### src/rtl/av_startup_window_search_top_assert.svh
// assertion macros for the startup window search
`ifndef AV_STARTUP_WINDOW_SEARCH_TOP_ASSERT_SVH
`define AV_STARTUP_WINDOW_SEARCH_TOP_ASSERT_SVH

// implication checked on every rising clock edge outside reset
`define AVS_ASSERT_IMP(lbl, clk, rstn, a, c) \
    lbl: assert property (@(posedge clk) disable iff (!rstn) (a) |-> (c)) \
        else $error("assertion failed");

// implication whose consequent is checked in the cycle after the antecedent
`define AVS_ASSERT_NEXT(lbl, clk, rstn, a, c) \
    lbl: assert property (@(posedge clk) disable iff (!rstn) (a) |=> (c)) \
        else $error("assertion failed");

`endif

### src/rtl/avsws_pkg.sv
`timescale 1ns / 1ps
// ----------------------------------------------------------------------------
// avsws_pkg
// shared types and codes of the startup window search
// ----------------------------------------------------------------------------
package avsws_pkg;
    localparam logic [1:0] OP_LOAD_VIDEO = 2'd0;
    localparam logic [1:0] OP_LOAD_AUDIO = 2'd1;
    localparam logic [1:0] OP_RUN        = 2'd2;

    localparam logic [1:0] ST_FOUND    = 2'd0;
    localparam logic [1:0] ST_NONE     = 2'd1;
    localparam logic [1:0] ST_ARITH    = 2'd2;
    localparam logic [1:0] ST_CAPACITY = 2'd3;

    localparam int CFG_KEY   = 0;
    localparam int CFG_TRIM  = 1;
    localparam int CFG_SKEW  = 2;
    localparam int CFG_PRE   = 3;
    localparam int CFG_MTRIM = 4;

    localparam int STEP_BITS = 10;

    // controller to datapath commands
    typedef struct packed {
        logic clear_steps;
        logic rd_video;    // issue read of video entry at vi
        logic rd_audio;    // issue read of audio entry at ac
        logic eval_video;  // compute video bounds
        logic eval_audio;  // not read by the datapath; audio terms are combinational
        logic step;        // count one examination
        logic inc_vi;
        logic inc_ac;
        logic take;        // latch found pair
    } avsws_cmd_t;

    // datapath to controller status
    typedef struct packed {
        logic v_more;      // vi below video count
        logic a_more;      // ac below audio count
        logic v_skip;      // key frame needed but absent
        logic v_ovf;
        logic v_short;     // video cover below vneed
        logic a_below;     // audio start below lo
        logic a_above;     // audio start above hi
        logic a_ovf;
        logic a_skip;      // advance audio
        logic a_break;     // video cover below need
        logic a_hit;
    } avsws_sts_t;
endpackage

### src/rtl/avsws_ctrl.sv
`timescale 1ns / 1ps
// ----------------------------------------------------------------------------
// avsws_ctrl
// search sequencer and result handshake
// ----------------------------------------------------------------------------
module avsws_ctrl
    import avsws_pkg::*;
(
    input  logic       aclk,
    input  logic       aresetn,
    input  logic       run_start,
    input  logic       lost,
    input  avsws_sts_t sts,
    input  logic       out_take,
    output avsws_cmd_t cmd,
    output logic       busy,
    output logic       run_done,
    output logic       out_valid,
    output logic [1:0] out_status
);
`include "av_startup_window_search_top_assert.svh"

    localparam logic [2:0] S_IDLE = 3'd0;
    localparam logic [2:0] S_VRD  = 3'd1;
    localparam logic [2:0] S_VEV  = 3'd2;
    localparam logic [2:0] S_VCK  = 3'd3;
    localparam logic [2:0] S_ARD  = 3'd4;
    localparam logic [2:0] S_ACK  = 3'd5;
    localparam logic [2:0] S_OUT  = 3'd6;

    logic [2:0] state_reg, state_next;
    logic [1:0] status_reg, status_next;
    logic       phase_reg, phase_next;   // 0 skip below lo, 1 window walk

    // next state logic
    always_comb begin
        state_next  = state_reg;
        status_next = status_reg;
        phase_next  = phase_reg;
        cmd         = '0;
        run_done    = 1'b0;
        case (state_reg)
            S_IDLE: begin
                if (run_start) begin
                    cmd.clear_steps = 1'b1;
                    if (lost) begin
                        status_next = ST_CAPACITY;
                        state_next  = S_OUT;
                    end else begin
                        state_next = S_VRD;
                    end
                end
            end
            S_VRD: begin
                if (sts.v_more) begin
                    cmd.rd_video = 1'b1;
                    cmd.step     = 1'b1;
                    state_next   = S_VEV;
                end else begin
                    status_next = ST_NONE;
                    state_next  = S_OUT;
                end
            end
            S_VEV: begin
                if (sts.v_skip) begin
                    cmd.inc_vi = 1'b1;
                    state_next = S_VRD;
                end else begin
                    cmd.eval_video = 1'b1;
                    state_next     = S_VCK;
                end
            end
            S_VCK: begin
                if (sts.v_ovf) begin
                    status_next = ST_ARITH;
                    state_next  = S_OUT;
                end else if (sts.v_short) begin
                    cmd.inc_vi = 1'b1;
                    state_next = S_VRD;
                end else begin
                    phase_next = 1'b0;
                    state_next = S_ARD;
                end
            end
            S_ARD: begin
                if (sts.a_more) begin
                    cmd.rd_audio = 1'b1;
                    state_next   = S_ACK;
                end else begin
                    cmd.inc_vi = 1'b1;
                    state_next = S_VRD;
                end
            end
            S_ACK: begin
                if (!phase_reg && sts.a_below) begin
                    cmd.step   = 1'b1;
                    cmd.inc_ac = 1'b1;
                    state_next = S_ARD;
                end else if (sts.a_above) begin
                    cmd.inc_vi = 1'b1;
                    state_next = S_VRD;
                end else begin
                    phase_next = 1'b1;
                    cmd.step   = 1'b1;
                    if (sts.a_ovf) begin
                        status_next = ST_ARITH;
                        state_next  = S_OUT;
                    end else if (sts.a_skip) begin
                        cmd.inc_ac = 1'b1;
                        state_next = S_ARD;
                    end else if (sts.a_break) begin
                        cmd.inc_vi = 1'b1;
                        state_next = S_VRD;
                    end else if (sts.a_hit) begin
                        cmd.take    = 1'b1;
                        status_next = ST_FOUND;
                        state_next  = S_OUT;
                    end else begin
                        cmd.inc_ac = 1'b1;
                        state_next = S_ARD;
                    end
                end
            end
            S_OUT: begin
                if (out_take) begin
                    run_done   = 1'b1;
                    state_next = S_IDLE;
                end
            end
            default: state_next = S_IDLE;
        endcase
    end

    // state registers
    always_ff @(posedge aclk) begin
        if (!aresetn) begin
            state_reg  <= S_IDLE;
            status_reg <= ST_NONE;
            phase_reg  <= 1'b0;
        end else begin
            state_reg  <= state_next;
            status_reg <= status_next;
            phase_reg  <= phase_next;
        end
    end

    assign busy       = state_reg != S_IDLE;
    assign out_valid  = state_reg == S_OUT;
    assign out_status = status_reg;

    // checks
    `AVS_ASSERT_NEXT(a_run_leaves_idle, aclk, aresetn, run_start && !busy, busy)
    `AVS_ASSERT_IMP(a_take_only_walk, aclk, aresetn, cmd.take, state_reg == S_ACK)
    `AVS_ASSERT_NEXT(a_done_idle, aclk, aresetn, run_done, !busy)
    `AVS_ASSERT_IMP(a_cap_status, aclk, aresetn,
        run_start && !busy && lost, state_next == S_OUT && status_next == ST_CAPACITY)
endmodule

### config.mk
export PLATFORM = sky130hd
export DESIGN_NAME = avsws_ctrl
export DESIGN_NICKNAME = d
export VERILOG_FILES = /design/src/rtl/avsws_pkg.sv /design/src/rtl/avsws_ctrl.sv
export VERILOG_INCLUDE_DIRS = /design/src /design/src/rtl
export SDC_FILE = /design/constraint.sdc
export NUM_CORES = 1
export LEC_CHECK = 0
export BUFFER_PORTS_ARGS = -buffer_cell sky130_fd_sc_hd__buf_2
export CAP_MARGIN = 20
export CORE_MARGIN = 2
export CORE_UTILIZATION = 30
export DETAILED_ROUTE_END_ITERATION = 10
export SETUP_SLACK_MARGIN = 0.1
export SLEW_MARGIN = 40
export SYNTH_ARGS = -nofsm -noshare
export SYNTH_HDL_FRONTEND = slang
export SYNTH_SLANG_ARGS = --single-unit
### constraint.sdc
create_clock -name aclk -period 3.9 [get_ports aclk]
set_input_delay 0.39 -clock aclk [delete_from_list [all_inputs] [get_ports aclk]]
set_output_delay 0.39 -clock aclk [all_outputs]
set_load 0.02 [all_outputs]
==> results of run 1 <==
-- layout make-up --
class	count	area (um2)	share of cell area [%]
Clock buffer	3	22.5	2.68
Inverter	5	18.8	2.23
Multi-Input combinational cell	71	504	60.0
Sequential cell	6	120	14.3
Tap cell	28	35.0	4.17
Timing Repair Buffer	28	140	16.7
-- cell usage in the layout, fill, tap and decap left out, types with 2 or more instances in the layout --
cell      count
o211ai_2      2
o21ai_0       2
buf_2        28
and2b_2       2
and3_1        3
nand3_1       3
nor2b_1       6
nand3b_1      3
o211ai_1      2
or2b_1        2
nand2_1       4
a21oi_1       4
o21ai_1       2
nor2_1        4
dfxtp_1       6
nor3_1        4
mux2i_1       2
nor3b_1       2
clkbuf_4      3
inv_1         5
nand2b_1      3
-- metrics by stage --
step	setup slack (ns)	utilization [%]	hold WS [ns]	power, W	area [um2]
2_1_floorplan	2.15	-	0.443	0.000361	678
3_3_place_gp	2.12	37.7	0.456	0.000424	818
3_5_place_dp	2.12	37.7	0.452	0.000424	818
4_1_cts	1.83	38.8	0.431	0.000488	841
5_1_grt	1.71	38.8	0.455	0.000518	841
6_report	1.83	38.8	0.433	0.000486	841
-- power groups by stage --
stage	Combinational [W]	Sequential (W)	Clock, W
after floorplan	0.000254	0.000108	0
after global placement	0.000289	0.000135	0
after detailed placement	0.000290	0.000134	0
after CTS	0.000291	0.000134	0.0000634
after global routing	0.000313	0.000140	0.0000657
final	0.000289	0.000135	0.0000610
-- Yosys cell counts, drive strengths merged, types with 2 or more instances --
| master | number |
|---|---|
| or2b | 2 |
| o21ai | 4 |
| mux2i | 2 |
| nand2b | 3 |
| and2b | 2 |
| nor2 | 5 |
| nand3 | 3 |
| a21oi | 4 |
| dfxtp | 6 |
| nor2b | 6 |
| inv | 5 |
| o211ai | 4 |
| nor3 | 4 |
| nand2 | 4 |
| nor3b | 2 |
| and3 | 3 |
| nand3b | 4 |
| buf | 4 |
-- cells by family (layout without fill, tap and decap cells) --
family	Yosys count	after routing	synth area share, %
other cells	1	1	0.553
buf+inv	9	36	7.93
mux	3	3	5.17
xor+xnor	1	1	1.29
simple gates	43	43	40.6
flops	6	6	17.7
compound gates	23	23	26.8
-- layer usage --
layer | up-vias | track usage, %
met3 | 5 | 2.87
met4 | 0 | 6.58
met5 | - | 0
met2 | 29 | 20.1
li1 | 374 | -
met1 | 327 | 19.4
-- worst max-delay path, delay by kind of cell (launching register included) --
family,cells,cell delay (ns)
and+or+nand+nor,2,0.38
DFF,1,0.65
buffers and inverters,2,0.39
-- worst max path at each step --
stage	from	slack, ns	end
floorplan	state_reg[1]	2.15	cmd[5]
global placement	state_reg[1]	2.12	cmd[2]
detailed placement	state_reg[1]	2.12	cmd[2]
CTS	state_reg[0]	1.83	run_done
global route	state_reg[0]	1.71	run_done
finish	state_reg[0]	1.83	run_done
==> results.md, run 1 <==
- Status: finished clean
- Via density: 5.21
- Ys Warns: 0
- RD Place Congestion: 0.732
- DIE HEIGHT: 51.5 um
- Yosys top cell by area: dfxtp_1
- Num ports: 30
- Fmax: 482 MHz
- Clk pin slew, worst setup/hold paths: 0.05 ns
- Mapped cell area: 678 um2
- Pint: 0.000242 W
- R2r setup slk: 2.17 ns
- WS Path Type: register to output pin
- Post-Route Skew: 0.00397 ns
- Worst reg-to-reg path cell count: 4
- Crit path max fanout: 16
- H-tree depth: 1
- Clock Path Buffers: 2
- Worst min path class: primary input to register
- Vias in the first global route: 631
- Antenna-violating nets left: 0
- Metal3 WL: 134 um
- CP Cell Sequence: inv_1 -> and3_1 -> and2_1 -> buf_2
- Hold Path Sink: state_reg[2]
- Wire per inst: 12.5 um
- Antenna cell count: 0
- Clk root buf: clkbuf_4
- Reg-to-reg endpoint: out_status[0]
- Initial antenna violation count: 0
- Die Span X: 51.5 um
- Syn_nets: 102
- Hold Crit Start: out_take
- Global route overflow: 0
- Final Max Slew Viols: 0
- Area of the core: 2170 um2
- Slowest cell delay on critical path: 0.65 ns
- Reg2reg start: state_reg[2]
- Top layer in use: met4
- Final hold violations: 0
- Crit path required time: 3.51 ns
- Area delta synth->final: 24.0%
- CP endpoint kind: output pin
- Gate power share: 59.5%
- Max VDD drop: 0.000264 V
- Starting density of the core: 31.3%
- DRC viols: 0
- Sinks on Clock Net: 6
- Clock power frac: 12.6%
- Clock Latency Late Sink: 0.26 ns
- DRT Pass-1 Iters: 5
- Share of layout cells above drive strength 1: 35.4%
- Largest net degree at the start of global routing: 18
- Avg Cell Area, Syn: 7.89 um2
- Slowest-stage cell, CP: dfxtp_1
- Tcrit/Tclk final: 53.1%
- Fill count: 252
- Leakage: 0.407 nW
- CTS tree: built
- Share of the synthesized area in the top cell type: 17.7%
- Global-route wire length before repair: 2770 um
- Post-CTS Setup Inserts: 0
- Syn Inst Count: 86
- NetSw: 0.000243 W
- EDFF count, synth: 0
- Post-synthesis sequential area ratio: 17.7%
- Layout Cells excl Fill: 141
- Dpl hpwl: 1390 um
- WL final: 1770 um
- CP startpoint kind: register
- Largest cells by area after synthesis: dfxtp_1 18%, nor2b_1 5.5%, o211ai_2 3.7%, buf_6 3.3%, nand3b_1 3.3%
- Final net count: 131
- Post_cts resized: 0
- Global-route usage over all layers: 13.9%
- Number of synthesized register bits: 6
- Max reg flops: 3
- Metal-1 WL: 875 um
- Port buffer count: 28
- Total Neg Setup Slack: 0 ns
- Main synth FF type: dfxtp_1
- Final setup vio count: 0
- Worst-margin pin slew: 0.537 ns
- RSZ-0062 raised after global routing: false
- Worst relative slew slack: 64.1%
- Met2 WL: 724 um
- Std cell rows: 17
- Total CTS buffers: 3
- Power density cells: 578 nW/um2
- Placed cells: 138
- Max cap viols: 0
- Initial DRC count: 9
- Total die area: 2660 um2
- Crit path time final: 2.07 ns
- Seq pwr share: 27.9%
- Via count: 735
- Hold Buf Count CTS: 0
- Ys async rst share: 0%
- Hold depth: 3
- Net Sw Frac: 50.1%
- Worst EP arrival: 1.68 ns
- Synth cell types: 43
Power figures use the tool's default switching activity.
==> run 2, diff against run 1 <==
--- a/config.mk
+++ b/config.mk
@@ -6,6 +6,7 @@
 export SDC_FILE = /design/constraint.sdc
 export NUM_CORES = 1
 export LEC_CHECK = 0
+export ABC_AREA = 1
 export BUFFER_PORTS_ARGS = -buffer_cell sky130_fd_sc_hd__buf_2
 export CAP_MARGIN = 20
 export CORE_MARGIN = 2
==> constraint.sdc (replaced) <==
create_clock -name aclk -period 1.8 [get_ports aclk]
set_input_delay 0.18 -clock aclk [delete_from_list [all_inputs] [get_ports aclk]]
set_output_delay 0.18 -clock aclk [all_outputs]
set_load 0.02 [all_outputs]
==> results.md, run 2 <==
- Num ports: 30
- Share of the synthesized area in the top cell type: 18.0%
- FF+latch area: 123 um2
- Most common cell in the netlist: nand2_1
- Global route overflow: 0
- Avg Cell Area, Syn: 5.59 um2
- Top cells by count, synth: 30 x nand2_1, 19 x inv_1, 13 x nand3_1, 13 x nor2_1, 8 x o21ai_0
- Final net count: 167
- Max cap viols: 0
- Placed inst area: 818 um2
- Area of the core: 2150 um2
- Fmax: 611 MHz
- Final setup vio count: 0
- Hold Buf Count CTS: 0
- Clock Latency Late Sink: 0.24 ns
- Starting density of the core: 31.0%
- Gate power share: 70.9%
- Final hold violations: 0
- Port buffer count: 28
- Fill count: 252
- WL final: 1740 um
- Worst min path class: primary input to register
- Slowest-stage cell, CP: dfxtp_1
- Mapped cell area: 666 um2
- Status: finished clean
- H-tree depth: 1
- Clk pin slew, worst setup/hold paths: 0.05 ns
- DRT Pass-1 Iters: 4
- Main synth FF type: dfxtp_1
- NetSw: 0.000699 W
- RD Place Congestion: 0.846
- Via density: 4.64
- Antenna cell count: 0
- Tcrit/Tclk final: 90.9%
- CP endpoint kind: output pin
- Wire per inst: 9.83 um
- Clock power frac: 9.9%
- Seq pwr share: 19.2%
- Crit-path leading delay family: simple AND/OR/NAND/NOR gates
- Crit path time final: 1.64 ns
- Max VDD drop: 0.000562 V
- Final Max Slew Viols: 0
- Initial antenna violation count: 0
- EDFF count, synth: 0
- CP Cell Sequence: inv_6 -> nor2_4 -> nand2_2 -> or2_2 -> o2111ai_1 -> buf_2
- Synth cell types: 22
- Leakage: 0.502 nW
- Std cell rows: 17
- Worst EP arrival: 1.46 ns
- CP startpoint kind: register
- DRC viols: 0
- Clk root buf: clkbuf_4
- Crit path max fanout: 11
- Final Worst Setup Slack: 0.164 ns
- Ys async rst share: 0%
- Largest cells by area after synthesis: dfxtp_1 18%, nand2_1 17%, inv_1 11%, nand3_1 9.8%, nor2_1 7.3%
- Max reg flops: 3
- Die Span X: 51.1 um
- Ys Warns: 0
- Largest net degree at the start of global routing: 12
- Net Sw Frac: 55.2%
- Total CTS buffers: 3
- Multi-input gate area: 437 um2
- Number of synthesized register bits: 6
- DP Worst Slack: 0.309 ns
- Dpl hpwl: 1420 um
- Antenna-violating nets left: 0
- Slowest cell delay on critical path: 0.39 ns
- Commonest non-fill, non-tap cells in the layout: 28 x nand2_1, 28 x buf_2, 18 x inv_1
- CTS tree: built
- Area delta synth->final: 28.6%
- RSZ-0062 raised after global routing: false
- Pint: 0.000568 W
- Power density cells: 1480 nW/um2
- Initial DRC count: 25
- Total die area: 2610 um2
- Sinks on Clock Net: 6
- Hold Worst Slack: 0.173 ns
- Syn Inst Count: 119
- Final Instance Area: 856 um2
- Vias in the first global route: 728
- Clock Path Buffers: 2
- Syn_nets: 135
- Global-route usage over all layers: 14.6%
- Yosys top cell by area: dfxtp_1
- Critical path buffers and inverters: 2
- Share of layout cells above drive strength 1: 34.2%
- WS Path Type: register to output pin
- Post-synthesis sequential area ratio: 18.0%
- Post-Route Skew: 0.000583 ns
- Total Neg Setup Slack: 0 ns
- Global-route wire length before repair: 2860 um
- DIE HEIGHT: 51.1 um
- Via count: 822
- Crit path required time: 1.62 ns
run 2: cell type report:
type / instances / area share, %
Multi-Input combinational cell: 89 / 51.0
Clock buffer: 3 / 2.63
Sequential cell: 6 / 14.3
Timing Repair Buffer: 30 / 18.1
Inverter: 21 / 9.80
Tap cell: 28 / 4.09
run 2: what timing repair did:
action / in CTS / in global routing
setup buffers: 1 / 0
gates resized for setup: 2 / 4
endpoints found under the setup margin: 1 / 1
pin swaps: 1 / 1
run 2: per-layer routing:
metal,global-route usage (%),wire length (um),vias up
met1,17.1,783,358
met4,4.05,0,0
met2,26.0,858,27
met5,0,0,-
met3,3.51,99,0
li1,-,-,437
run 2: worst paths after layout:
kind                       from  slack, ns            end  cells after the start
hold reg to reg   out_status[0]       0.45  out_status[0]                      2
hold / removal          aresetn       0.17  out_status[0]                      2
setup reg to reg   state_reg[0]       0.47  out_status[1]                      6
setup / recovery   state_reg[2]       0.16         cmd[2]                      6
run 2: worst register-to-register path: cells and delay by family (launching register included):
kind | cells | cell delay (ns)
simple gates | 5 | 0.74
compound gates | 1 | 0.14
flops | 1 | 0.34
run 2: cells by family after synthesis:
kind of cell           Yosys count  share of synthesized area [%]
DFF                              6                           18.0
and+or+nand+nor                 70                           49.1
AOI/OAI and AO/OA               18                           15.2
buffers and inverters           24                           17.1
other                            1                          0.563
run 2: metrics by stage:
| step | util [%] | std cells | power [W] |
|---|---|---|---|
| finish | 39.8 | 177 | 0.00127 |
| global route | 39.8 | 177 | 0.00139 |
| CTS | 39.5 | 177 | 0.00127 |
| detailed placement | 38.1 | 173 | 0.00113 |
| global placement | 38.1 | 173 | 0.00113 |
| floorplan | - | 119 | 0.000940 |
run 2: power groups by stage:
stage          logic [W]  clock network, W  registers (W)
2_1_floorplan   0.000697                 0       0.000243
4_1_cts         0.000903          0.000129       0.000240
3_5_place_dp    0.000892                 0       0.000237
6_report        0.000899          0.000125       0.000243
5_1_grt          0.00100          0.000138       0.000248
3_3_place_gp    0.000892                 0       0.000235
==> run 3, diff against run 2 <==
--- a/config.mk
+++ b/config.mk
@@ -7,11 +7,12 @@
 export NUM_CORES = 1
 export LEC_CHECK = 0
 export ABC_AREA = 1
-export BUFFER_PORTS_ARGS = -buffer_cell sky130_fd_sc_hd__buf_2
 export CAP_MARGIN = 20
 export CORE_MARGIN = 2
 export CORE_UTILIZATION = 30
+export CTS_CLUSTER_SIZE = 14
 export DETAILED_ROUTE_END_ITERATION = 10
+export DONT_BUFFER_PORTS = 1
 export SETUP_SLACK_MARGIN = 0.1
 export SLEW_MARGIN = 40
 export SYNTH_ARGS = -nofsm -noshare
==> results.md, run 3 (synthesis gave the netlist of run 2 again) <==
- Status: finished clean
- Fmax: 621 MHz
- Die Span X: 51.1 um
- Worst min path class: primary input to register
- Post-Route Skew: 0.00264 ns
- Clock Path Buffers: 2
- Area of the core: 2150 um2
- Slowest-stage cell, CP: dfxtp_1
- Post-layout util: 34.4%
- Global-route usage over all layers: 14.2%
- RSZ-0062 raised after global routing: false
- DRC viols: 0
- Total CTS buffers: 3
- Total Neg Setup Slack: 0 ns
- Max VDD drop: 0.000583 V
- Commonest non-fill, non-tap cell in the layout: nand2_1
- Clk root buf: clkbuf_4
- Share of layout cells above drive strength 1: 19.7%
- Reg2reg start: state_reg[1]
- Num ports: 30
- Largest net degree at the start of global routing: 12
- Commonest non-fill, non-tap cells in the layout: 30 x nand2_1, 18 x inv_1, 13 x nand3_1
- Final net count: 140
- Crit path max fanout: 4
- Initial DRC count: 7
- Leakage: 0.387 nW
- WS Path Type: register to output pin
- Critical path buffers and inverters: 1
- Std cell rows: 17
- CTS tree: built
- Clock Latency Late Sink: 0.24 ns
- Vias in the first global route: 659
- Max cap viols: 0
- Max reg flops: 3
- Hold Crit Start: aresetn
- Crit path required time: 1.62 ns
- Crit. Startpoint: state_reg[1]
- Initial antenna violation count: 0
- Hold Buf Count CTS: 0
- Area delta synth->final: 11.1%
- Global route overflow: 0
- WL final: 1650 um
- Power density cells: 1620 nW/um2
- Via density: 4.87
- Placed inst area: 686 um2
- DIE HEIGHT: 51.1 um
- Antenna-violating nets left: 0
- CP startpoint kind: register
- Crit path time final: 1.61 ns
- Tcrit/Tclk final: 89.4%
- Worst EP arrival: 1.43 ns
- Power Total: 0.00120 W
- Sinks on Clock Net: 6
- Crit-path leading delay family: simple AND/OR/NAND/NOR gates
- Fill count: 253
- Via count: 731
- Dpl hpwl: 1340 um
- Final setup vio count: 0
- RD Place Congestion: 0.888
- Wire per inst: 11.0 um
- Final Instance Area: 739 um2
- Global-route wire length before repair: 2770 um
- Final Max Slew Viols: 0
- Clk pin slew, worst setup/hold paths: 0.05 ns
- Final hold violations: 0
- H-tree depth: 1
- Port buffer count: 0
- DRT Pass-1 Iters: 4
- Slowest cell delay on critical path: 0.35 ns
- CP Cell Sequence: inv_2 -> nand2_2 -> nor2_4 -> nand2_1 -> or2_2 -> o2111ai_4
- CP endpoint kind: output pin
- Starting density of the core: 31.0%
- Total die area: 2610 um2
- Antenna cell count: 0
run 3: changes by cell type in the layout (fill, tap and decap cells not counted), moves of 2 or more:
| cell | before | now |
|---|---|---|
| nor2_2 | 4 | 6 |
| nand2_1 | 28 | 30 |
| nor2_1 | 13 | 11 |
| buf_2 | 28 | 0 |
| nand2_2 | 4 | 2 |
run 3: metal layers:
metal	track usage, %	vias up	part of all wire [%]
met5	0	-	0
met4	6.76	0	0
met3	3.80	0	5.8
met2	22.7	27	47
met1	17.6	325	47
li1	-	379	-
run 3: final timing paths:
| path | depth (start not counted) | end | slack [ns] |
|---|---|---|---|
| setup / recovery | 6 | cmd[2] | 0.19 |
| hold / removal | 1 | out_status[0] | 0.03 |
| setup reg to reg | 7 | state_reg[0] | 0.51 |
| hold reg to reg | 2 | phase_reg | 0.48 |
run 3: power breakdown:
group	total (W)	leakage (nW)	switching (W)	internal, W
sequential	0.000269	0.0498	0.0000806	0.000188
clock	0.000123	0.0138	0.0000477	0.0000754
combinational	0.000807	0.324	0.000558	0.000249
total	0.00120	0.387	0.000686	0.000513
run 3: repair_timing:
action	CTS	global route
setup buffers	0	1
resized for setup	2	4
pin swaps	0	1
endpoints found under the setup margin	2	4
cloned	0	0
run 3: layout make-up:
type                            count  area (um2)  area share, %
Clock buffer                        3        22.5           3.05
Inverter                           21        83.8           11.3
Tap cell                           28        35.0           4.74
Multi-Input combinational cell     89         454           61.4
Timing Repair Buffer                3        22.5           3.05
Sequential cell                     6         121           16.4
run 3: per-stage QoR:
step,setup WS (ns),hold slack (ns),instances
final,0.191,0.0253,150
after detailed placement,0.353,0.275,146
after global placement,0.382,0.269,146
after global routing,0.0920,0.0187,150
after CTS,0.164,0.0211,149
after floorplan,0.308,0.265,119
